File: config.mk
export PLATFORM = sky130hd
export DESIGN_NAME = priority_ceiling_engine
export DESIGN_NICKNAME = d
export VERILOG_FILES = /design/src/hdl/pce_pkg.sv /design/src/hdl/pce_ram.sv /design/src/hdl/pce_ops.sv /design/src/hdl/priority_ceiling_engine.sv
export SDC_FILE = /design/constraint.sdc
export NUM_CORES = 2
export LEC_CHECK = 0
export ABC_CLOCK_PERIOD_IN_PS = 15300
export BUFFER_PORTS_ARGS = -buffer_cell sky130_fd_sc_hd__buf_2
export CORE_ASPECT_RATIO = 1.75
export CORE_MARGIN = 2
export CORE_UTILIZATION = 30
export CTS_CLUSTER_DIAMETER = 120
export CTS_CLUSTER_SIZE = 14
export DETAILED_ROUTE_END_ITERATION = 10
export GPL_TIMING_DRIVEN = 0
export PLACE_DENSITY = 0.41
export SLEW_MARGIN = 20
export SYNTH_ARGS = -nofsm -noshare
export SYNTH_HDL_FRONTEND = slang
export SYNTH_SLANG_ARGS = --single-unit
File: constraint.sdc
create_clock -name i_clk -period 15.3 [get_ports i_clk]
set_input_delay 3.06 -clock i_clk [delete_from_list [all_inputs] [get_ports i_clk]]
set_output_delay 3.06 -clock i_clk [all_outputs]
set_load 0.03 [all_outputs]
File: src/hdl/pce_pkg.sv
package pce_pkg;

    localparam int PRIO_W = 8;
    localparam int OWN_W  = 8;
    localparam int MODE_W = 3;
    localparam int TASK_W = 5;
    localparam int ADDR_W = 32;

    localparam int IN_DATA_W  = 48;
    localparam int OUT_DATA_W = 16;

    localparam int RES_COUNT = 64;
    localparam int RES_IDX_W = $clog2(RES_COUNT);
    localparam int ADDR_LSB  = 2;

    localparam int DEF_NUM_TASKS       = 32;
    localparam int DEF_PRIORITY_LEVELS = 256;

    typedef enum logic [MODE_W-1:0] {
        MODE_SET_CEILING = 3'd0,
        MODE_GET_CEILING = 3'd1,
        MODE_ENTER       = 3'd2,
        MODE_EXIT        = 3'd3,
        MODE_SET_BASE    = 3'd4,
        MODE_BOOST       = 3'd5,
        MODE_RESTORE     = 3'd6
    } t_mode;

    typedef enum logic [1:0] {
        ST_OK        = 2'd0,
        ST_INVALID   = 2'd1,
        ST_NOT_FOUND = 2'd2,
        ST_VIOLATED  = 2'd3
    } t_status;

    typedef struct packed {
        logic [PRIO_W-1:0] ceiling;
        logic [OWN_W-1:0]  owner;
    } t_res_entry;

    typedef struct packed {
        logic [PRIO_W-1:0] base;
        logic [PRIO_W-1:0] eff;
    } t_task_entry;

    typedef struct packed {
        t_mode             mode;
        logic              task_ok;
        logic              prio_ok;
        logic              addr_zero;
        logic [PRIO_W-1:0] prio;
        logic              in_use;
        t_res_entry        res;
        t_task_entry       tsk;
    } t_op_in;

    typedef struct packed {
        t_status           status;
        logic [PRIO_W-1:0] prio_out;
        logic              res_we;
        t_res_entry        res_wdata;
        logic              task_we;
        t_task_entry       task_wdata;
    } t_op_out;

endpackage

File: src/hdl/pce_ram.sv
module pce_ram #(
    parameter int WIDTH = 16,
    parameter int DEPTH = 64
) (
    input  logic                     i_clk,
    input  logic                     i_we,
    input  logic [$clog2(DEPTH)-1:0] i_waddr,
    input  logic [WIDTH-1:0]         i_wdata,
    input  logic                     i_re,
    input  logic [$clog2(DEPTH)-1:0] i_raddr,
    output logic [WIDTH-1:0]         o_rdata
);

    logic [WIDTH-1:0] r_mem [DEPTH];
    logic [WIDTH-1:0] r_rdata;

    always_ff @(posedge i_clk) begin
        if (i_we) begin
            r_mem[i_waddr] <= i_wdata;
        end
        if (i_re) begin
            r_rdata <= r_mem[i_raddr];
        end
    end

    assign o_rdata = r_rdata;

endmodule

File: src/hdl/pce_ops.sv
module pce_ops
    import pce_pkg::*;
(
    input  t_op_in  i_op,
    output t_op_out o_op
);

    logic [PRIO_W-1:0] ceil;
    logic [OWN_W-1:0]  own;
    logic [PRIO_W-1:0] n_base;
    logic [PRIO_W-1:0] n_eff;
    logic [OWN_W-1:0]  n_own;
    logic [PRIO_W-1:0] get_val;
    t_status           status;
    logic              res_we;
    logic              task_we;

    always_comb begin
        ceil    = i_op.in_use ? i_op.res.ceiling : '0;
        own     = i_op.in_use ? i_op.res.owner : '0;
        n_base  = i_op.tsk.base;
        n_eff   = i_op.tsk.eff;
        n_own   = own;
        get_val = '0;
        status  = ST_OK;
        res_we  = 1'b0;
        task_we = 1'b0;

        case (i_op.mode)
            MODE_SET_CEILING: begin
                if (i_op.addr_zero || !i_op.prio_ok) begin
                    status = ST_INVALID;
                end else begin
                    ceil   = i_op.prio;
                    res_we = 1'b1;
                end
            end
            MODE_GET_CEILING: begin
                if (i_op.addr_zero) begin
                    status = ST_INVALID;
                end else begin
                    get_val = ceil;
                end
            end
            MODE_ENTER: begin
                if (!i_op.task_ok || i_op.addr_zero) begin
                    status = ST_INVALID;
                end else if (!i_op.in_use) begin
                    status = ST_NOT_FOUND;
                end else if (i_op.tsk.base > ceil) begin
                    status = ST_VIOLATED;
                end else begin
                    if (i_op.tsk.eff < ceil) begin
                        n_eff = ceil;
                    end
                    if (own != '1) begin
                        n_own = own + OWN_W'(1);
                    end
                    res_we  = 1'b1;
                    task_we = 1'b1;
                end
            end
            MODE_EXIT: begin
                if (!i_op.task_ok || i_op.addr_zero) begin
                    status = ST_INVALID;
                end else if (own != '0) begin
                    n_own  = own - OWN_W'(1);
                    res_we = 1'b1;
                    if (n_own == '0) begin
                        n_eff   = i_op.tsk.base;
                        task_we = 1'b1;
                    end
                end
            end
            MODE_SET_BASE: begin
                if (!i_op.task_ok || !i_op.prio_ok) begin
                    status = ST_INVALID;
                end else begin
                    n_base = i_op.prio;
                    if (i_op.tsk.eff == i_op.tsk.base) begin
                        n_eff = i_op.prio;
                    end
                    task_we = 1'b1;
                end
            end
            MODE_BOOST: begin
                if (!i_op.task_ok || !i_op.prio_ok) begin
                    status = ST_INVALID;
                end else if (i_op.prio > i_op.tsk.eff) begin
                    n_eff   = i_op.prio;
                    task_we = 1'b1;
                end
            end
            MODE_RESTORE: begin
                if (!i_op.task_ok) begin
                    status = ST_INVALID;
                end else begin
                    n_eff   = i_op.tsk.base;
                    task_we = 1'b1;
                end
            end
            default: begin
                status = ST_INVALID;
            end
        endcase

        o_op.status             = status;
        o_op.res_we             = res_we;
        o_op.res_wdata.ceiling  = ceil;
        o_op.res_wdata.owner    = n_own;
        o_op.task_we            = task_we;
        o_op.task_wdata.base    = n_base;
        o_op.task_wdata.eff     = n_eff;
        if (i_op.mode == MODE_GET_CEILING) begin
            o_op.prio_out = get_val;
        end else begin
            o_op.prio_out = i_op.task_ok ? n_eff : '0;
        end
    end

endmodule

File: src/hdl/priority_ceiling_engine.sv
// Priority-ceiling resource manager.
// The slave stream carries one operation per word: tuser holds the mode,
// tdata holds the task index, the resource address and a priority. The
// master stream returns one word per operation with a status code and a
// priority (the ceiling for a get, else the task's effective priority).
// A word is taken when tvalid and tready are both high.
// One word can be accepted in every cycle unless the master side stalls:
// the resource and task tables are RAMs with a registered read, so each
// operation passes through the read stage and then a read-modify-write
// into the result register, with write data forwarded to a following
// operation on the same entry.
// A synchronous active-low reset empties both stages and clears the
// per-entry valid bits, so all ceilings, owner counts and priorities read as
// zero afterward; there is no clearing pass.
// When the receiver holds tready low, the result word stays on the master
// port, one more word waits in the read stage, and then the slave tready
// drops until the result is taken.
module priority_ceiling_engine
    import pce_pkg::*;
#(
    parameter int NUM_TASKS       = DEF_NUM_TASKS,
    parameter int PRIORITY_LEVELS = DEF_PRIORITY_LEVELS
) (
    input  logic                  i_clk,
    input  logic                  i_rst_n,
    input  logic                  i_s_axis_tvalid,
    output logic                  o_s_axis_tready,
    // Fields from bit 0: task_index[4:0], resource_addr[36:5],
    // priority_value[44:37], zero padding.
    input  logic [IN_DATA_W-1:0]  i_s_axis_tdata,
    // Fields from bit 0: mode[2:0].
    input  logic [MODE_W-1:0]     i_s_axis_tuser,
    output logic                  o_m_axis_tvalid,
    input  logic                  i_m_axis_tready,
    // Fields from bit 0: status[1:0], priority_out[9:2], zero padding.
    output logic [OUT_DATA_W-1:0] o_m_axis_tdata
);

    localparam int TIDX_W = $clog2(NUM_TASKS);

    logic                 s_acc;
    logic                 s1_adv;
    logic [TASK_W-1:0]    in_task;
    logic [ADDR_W-1:0]    in_addr;
    logic [PRIO_W-1:0]    in_prio;
    logic [RES_IDX_W-1:0] in_slot;
    logic [TIDX_W-1:0]    in_tidx;

    logic                 r_s1_valid;
    t_mode                r_mode;
    logic                 r_task_ok;
    logic                 r_prio_ok;
    logic                 r_addr_zero;
    logic [PRIO_W-1:0]    r_prio;
    logic [RES_IDX_W-1:0] r_slot;
    logic [TIDX_W-1:0]    r_tidx;
    logic                 r_res_hit;
    t_res_entry           r_res_fwd;
    logic                 r_task_hit;
    t_task_entry          r_task_fwd;

    logic [RES_COUNT-1:0] r_in_use;
    logic [NUM_TASKS-1:0] r_task_valid;

    logic                 r_out_valid;
    t_status              r_status;
    logic [PRIO_W-1:0]    r_prio_out;

    t_res_entry           res_rdata;
    t_task_entry          task_rdata;
    t_op_in               op_in;
    t_op_out              op_out;
    logic                 res_we;
    logic                 task_we;

    assign in_task = i_s_axis_tdata[TASK_W-1:0];
    assign in_addr = i_s_axis_tdata[TASK_W+ADDR_W-1:TASK_W];
    assign in_prio = i_s_axis_tdata[TASK_W+ADDR_W+PRIO_W-1:TASK_W+ADDR_W];
    assign in_slot = in_addr[RES_IDX_W+ADDR_LSB-1:ADDR_LSB];
    assign in_tidx = TIDX_W'(in_task);

    assign s1_adv          = r_s1_valid && (!r_out_valid || i_m_axis_tready);
    assign o_s_axis_tready = !r_s1_valid || s1_adv;
    assign s_acc           = i_s_axis_tvalid && o_s_axis_tready;
    assign res_we          = s1_adv && op_out.res_we;
    assign task_we         = s1_adv && op_out.task_we;

    pce_ram #(
        .WIDTH($bits(t_res_entry)),
        .DEPTH(RES_COUNT)
    ) u_res_ram (
        .i_clk  (i_clk),
        .i_we   (res_we),
        .i_waddr(r_slot),
        .i_wdata(op_out.res_wdata),
        .i_re   (s_acc),
        .i_raddr(in_slot),
        .o_rdata(res_rdata)
    );

    pce_ram #(
        .WIDTH($bits(t_task_entry)),
        .DEPTH(NUM_TASKS)
    ) u_task_ram (
        .i_clk  (i_clk),
        .i_we   (task_we),
        .i_waddr(r_tidx),
        .i_wdata(op_out.task_wdata),
        .i_re   (s_acc),
        .i_raddr(in_tidx),
        .o_rdata(task_rdata)
    );

    always_comb begin
        op_in.mode      = r_mode;
        op_in.task_ok   = r_task_ok;
        op_in.prio_ok   = r_prio_ok;
        op_in.addr_zero = r_addr_zero;
        op_in.prio      = r_prio;
        op_in.in_use    = r_in_use[r_slot];
        if (r_in_use[r_slot]) begin
            op_in.res = r_res_hit ? r_res_fwd : res_rdata;
        end else begin
            op_in.res = '0;
        end
        if (r_task_ok && r_task_valid[r_tidx]) begin
            op_in.tsk = r_task_hit ? r_task_fwd : task_rdata;
        end else begin
            op_in.tsk = '0;
        end
    end

    pce_ops u_ops (
        .i_op(op_in),
        .o_op(op_out)
    );

    always_ff @(posedge i_clk) begin
        if (!i_rst_n) begin
            r_s1_valid   <= 1'b0;
            r_out_valid  <= 1'b0;
            r_in_use     <= '0;
            r_task_valid <= '0;
        end else begin
            if (s_acc) begin
                r_s1_valid <= 1'b1;
            end else if (s1_adv) begin
                r_s1_valid <= 1'b0;
            end
            if (s1_adv) begin
                r_out_valid <= 1'b1;
            end else if (i_m_axis_tready) begin
                r_out_valid <= 1'b0;
            end
            if (res_we) begin
                r_in_use[r_slot] <= 1'b1;
            end
            if (task_we) begin
                r_task_valid[r_tidx] <= 1'b1;
            end
        end
    end

    always_ff @(posedge i_clk) begin
        if (s_acc) begin
            r_mode      <= t_mode'(i_s_axis_tuser);
            r_task_ok   <= 32'(in_task) < NUM_TASKS;
            r_prio_ok   <= 32'(in_prio) < PRIORITY_LEVELS;
            r_addr_zero <= in_addr == '0;
            r_prio      <= in_prio;
            r_slot      <= in_slot;
            r_tidx      <= in_tidx;
            r_res_hit   <= res_we && (r_slot == in_slot);
            r_res_fwd   <= op_out.res_wdata;
            r_task_hit  <= task_we && (r_tidx == in_tidx);
            r_task_fwd  <= op_out.task_wdata;
        end
        if (s1_adv) begin
            r_status   <= op_out.status;
            r_prio_out <= op_out.prio_out;
        end
    end

    assign o_m_axis_tvalid = r_out_valid;
    assign o_m_axis_tdata  = {(OUT_DATA_W - PRIO_W - 2)'(0), r_prio_out, r_status};

endmodule

==> flow_metrics.env <==
export IMPL_core_area_um2=230000
export IMPL_detail_route_first_pass_iterations=5
export IMPL_post_route_period_util=0.480
export IMPL_max_cap_viol_count=0
export IMPL_initial_utilization=0.301
export IMPL_met2_length_um=120000
export IMPL_final_fill_count=21400
export IMPL_global_route_overflow_total=0
export IMPL_finish_net_count=3771
export IMPL_synth_avg_cell_area_um2=21.2
export IMPL_hold_depth=2
export IMPL_report_final_setup_viol=0
export IMPL_netlist_area_um2=69200
export IMPL_timing_final_hold_violations=0
export IMPL_post_dp_hpwl_um=157000
export IMPL_met1_length_um=77600
export IMPL_finalWorstSetupSlack_ns=7.96
export IMPL_post_place_ws_ns=7.92
export IMPL_globalplace_congestion=0.866
export IMPL_synthesis_stage_register_bit_count=1733
export IMPL_sequential_cell_area_um2=51100
export IMPL_timing_final_max_slew_violations=0
export IMPL_io_pin_count=73
export IMPL_first_pass_grt_wire_length_um=299000
export IMPL_setup_tns_ns=0
export IMPL_finalWorstPathRequiredPeriod_ns=7.34
export IMPL_r2r_worst_path_cells=20
export IMPL_timing_fmax_mhz=136
export IMPL_setup_reg_to_reg_worst_slack_ns=7.96
export IMPL_count_of_flip_flops_with_a_built_in_enable_after_synthesis=1635
export IMPL_yosys_cell_count_top_type="sky130_fd_sc_hd__edfxtp_1"
export IMPL_cts_resized=0
export IMPL_first_iter_violations=2571
export IMPL_worst_r2r_endpoint="u_task_ram.r_mem[27][4]"
export IMPL_worstReg2RegStart="r_slot[0]"
export IMPL_detail_route_drc_violations=0
export IMPL_detailroute_via_count=34100
export IMPL_grt_pass1_vias=36500
export IMPL_synth_seq_area_share=0.738
export IMPL_holdPathEnd="r_in_use[48]"
export IMPL_critical_path_arrival_ns=7.94
export IMPL_worstHoldStart="r_in_use[48]"
export IMPL_detail_route_vias_per_cell=5.00
export IMPL_post_drt_wl_per_cell_um=31.4
export IMPL_status="finished, final reports clean"
export IMPL_synth_common_cells="1,635 x sky130_fd_sc_hd__edfxtp_1, 496 x sky130_fd_sc_hd__mux4_2, 108 x sky130_fd_sc_hd__clkbuf_1"
export IMPL_synthDominantCellAreaShare=0.709
export IMPL_layout_area_overhead_vs_synth_pct=18.0
export IMPL_die_area_um2=235000
export IMPL_power_density_cell_area_nw_per_um2=119
export IMPL_post_route_cells_drive_above_1_share=0.317
export IMPL_io_buffers=62
export IMPL_clock_tree_buffer_depth=4
export IMPL_h_tree_level_count=4
export IMPL_critical_path_peak_fanout=17
export IMPL_launching_element_type_of_the_critical_path="flop"
export IMPL_multi_input_comb_area_um2=18300
export IMPL_worst_setup_hold_path_clk_slew_ns=0.07
export IMPL_overall_routed_net_length_um=214000
export IMPL_die_width_um=367
export IMPL_vdd_drop_max_v=0.0000791
export IMPL_antenna_found_initial=11
export IMPL_dominant_cell_type_by_area_after_synthesis="sky130_fd_sc_hd__edfxtp_1"
export IMPL_unrepaired_setup_endpoints_after_global_routing="no"
export IMPL_synth_lib_cells_used_distinct=84
export IMPL_rows=233
export IMPL_root_buffer="sky130_fd_sc_hd__clkbuf_16"
export IMPL_timing_worst_setup_path_type="reg -> reg"
export IMPL_maximum_number_of_pins_on_one_net_before_global_route_repair=46
export IMPL_cts_sink_count=1733
export IMPL_yosys_most_used_dff="sky130_fd_sc_hd__edfxtp_1"
export IMPL_max_slew_margin=0.232
export IMPL_required_ns=15.90
export IMPL_skew_pair_late_insertion_delay_ns=0.83
export IMPL_ys_async_sr_fraction=0
export IMPL_grtUsageTotal=0.182
export IMPL_tritoncts_clock_tree="built"
export IMPL_standby_leakage_power_nw=26.1
export IMPL_fin_skew_ns=0.0691
export IMPL_post_cts_repair_setup_buffers=0
export IMPL_syn_inst=3268
export IMPL_worst_slew_pin_transition_ns=1.15
export IMPL_warnings_synthesis=0
export IMPL_die_y_um=639
export IMPL_hold_class="reg -> reg"
export IMPL_synthTopCellsByArea="sky130_fd_sc_hd__edfxtp_1 71%, sky130_fd_sc_hd__mux4_2 16%, sky130_fd_sc_hd__dfxtp_1 2.8%"
export IMPL_drt_antenna_violating_nets=0
export IMPL_wl_met3_um=6000
export IMPL_top_layer_used="met5"
export IMPL_cts_buffers_inserted=149
export IMPL_endpoint_kind="flop"
export IMPL_cts_hold_buffers_added=0
-- state kept, by name, indices dropped and copies added, names as in the netlist --
signal              cells
r_s1_valid              1
r_res_fwd              16
u_task_ram.o_rdata     16
r_res_hit               1
r_prio                  8
r_task_fwd             16
o_m_axis_tvalid         1
r_slot                  6
u_res_ram.o_rdata      16
r_task_hit              1
u_task_ram.r_mem      512
r_task_valid           32
u_res_ram.r_mem      1024
r_tidx                  5
r_prio_out              8
r_addr_zero             1
r_status                2
r_in_use               64
r_mode                  3
-- worst max-delay path: stages (launching register included) --
cell                        delay [ns]
sky130_fd_sc_hd__edfxtp_1         0.43
sky130_fd_sc_hd__buf_2            0.22
sky130_fd_sc_hd__nor2b_1          0.57
sky130_fd_sc_hd__a22oi_1          0.15
sky130_fd_sc_hd__nand3_1          0.21
sky130_fd_sc_hd__nand4_1          0.24
sky130_fd_sc_hd__nor2_1           0.61
sky130_fd_sc_hd__clkbuf_1         0.56
sky130_fd_sc_hd__nor2_1           0.18
sky130_fd_sc_hd__inv_1            0.09
sky130_fd_sc_hd__ha_1             0.14
sky130_fd_sc_hd__clkbuf_1         0.34
sky130_fd_sc_hd__clkbuf_1         0.48
sky130_fd_sc_hd__a221o_1          0.26
sky130_fd_sc_hd__a22oi_1          0.11
sky130_fd_sc_hd__a2111oi_4        0.56
sky130_fd_sc_hd__nand4_1          0.41
sky130_fd_sc_hd__o221ai_1         0.40
sky130_fd_sc_hd__o21ai_0          0.22
sky130_fd_sc_hd__a21oi_4          0.66
sky130_fd_sc_hd__buf_16           0.25
-- area by class of cell --
cell class                 instances  share of cell area
tap                             3055              0.0468
clock buffer                     199              0.0488
buffer                           195              0.0109
clock inverter                     5            0.000736
antenna                           13            0.000399
inverter                          47             0.00216
sequential                      1733               0.625
multi-input combinational       1298               0.224
timing repair buffer             267              0.0408
-- logic make-up after synthesis --
| kind of cell | Yosys count | share of synthesized area |
|---|---|---|
| flops | 1733 | 0.738 |
| mux | 598 | 0.177 |
| simple gates | 374 | 0.0346 |
| compound gates | 276 | 0.0292 |
| buf+inv | 242 | 0.0148 |
| fa+ha+maj | 25 | 0.00452 |
| xor+xnor | 19 | 0.00240 |
| other cells | 1 | 0.0000542 |
-- layout by cell type, fill, tap and decap left out, types with 19 or more instances in the layout --
master,n
sky130_fd_sc_hd__a21oi_1,25
sky130_fd_sc_hd__buf_1,27
sky130_fd_sc_hd__buf_16,50
sky130_fd_sc_hd__buf_2,101
sky130_fd_sc_hd__buf_4,86
sky130_fd_sc_hd__buf_6,59
sky130_fd_sc_hd__clkbuf_1,141
sky130_fd_sc_hd__clkbuf_16,152
sky130_fd_sc_hd__clkbuf_2,19
sky130_fd_sc_hd__dfxtp_1,98
sky130_fd_sc_hd__edfxtp_1,1635
sky130_fd_sc_hd__ha_1,25
sky130_fd_sc_hd__inv_1,45
sky130_fd_sc_hd__mux2_2,29
sky130_fd_sc_hd__mux2i_1,71
sky130_fd_sc_hd__mux4_2,496
sky130_fd_sc_hd__nand2_1,71
sky130_fd_sc_hd__nand3_1,30
sky130_fd_sc_hd__nor2_1,43
sky130_fd_sc_hd__nor2_4,36
sky130_fd_sc_hd__nor4_4,60
sky130_fd_sc_hd__o21a_1,96
sky130_fd_sc_hd__o21ai_4,19
-- routing by layer --
layer  GRT usage  vias to the layer above
li1            -                    14500
met1       0.198                    18600
met2       0.349                      679
met3      0.0208                      266
met4      0.0797                        2
met5           0                        -
-- report_power, final --
group | total (mW) | internal (mW) | switching (mW) | leakage [nW]
Combinational | 0.880 | 0.306 | 0.574 | 8.27
Sequential | 5.31 | 5.29 | 0.0212 | 15.9
Clock | 3.51 | 1.81 | 1.70 | 1.96
Total | 9.70 | 7.40 | 2.30 | 26.1
-- per-stage QoR --
step | instance area, µm² | hold slack (ns) | util | instances | total power, mW
2_1_floorplan | 69200 | 0.425 | - | 3273 | 5.84
3_3_place_gp | 73400 | 0.443 | 0.319 | 6390 | 6.23
3_5_place_dp | 77500 | 0.446 | 0.338 | 6595 | 6.31
4_1_cts | 81600 | 0.455 | 0.355 | 6799 | 9.85
5_1_grt | 81600 | 0.477 | 0.355 | 6805 | 10.0
6_report | 81600 | 0.458 | 0.355 | 6812 | 9.70
-- worst max-delay path by stage --
stage               cells past startpoint                       to              start
floorplan                              18             r_res_fwd[7]          r_slot[2]
global placement                       18   u_res_ram.r_mem[48][7]          r_slot[0]
detailed placement                      7     u_res_ram.o_rdata[9]  i_s_axis_tdata[7]
CTS                                    18  u_task_ram.r_mem[22][2]          r_slot[0]
global route                           20  u_task_ram.r_mem[27][4]          r_slot[0]
finish                                 20  u_task_ram.r_mem[27][4]          r_slot[0]
Note: power is estimated with default switching activity, not from simulation.
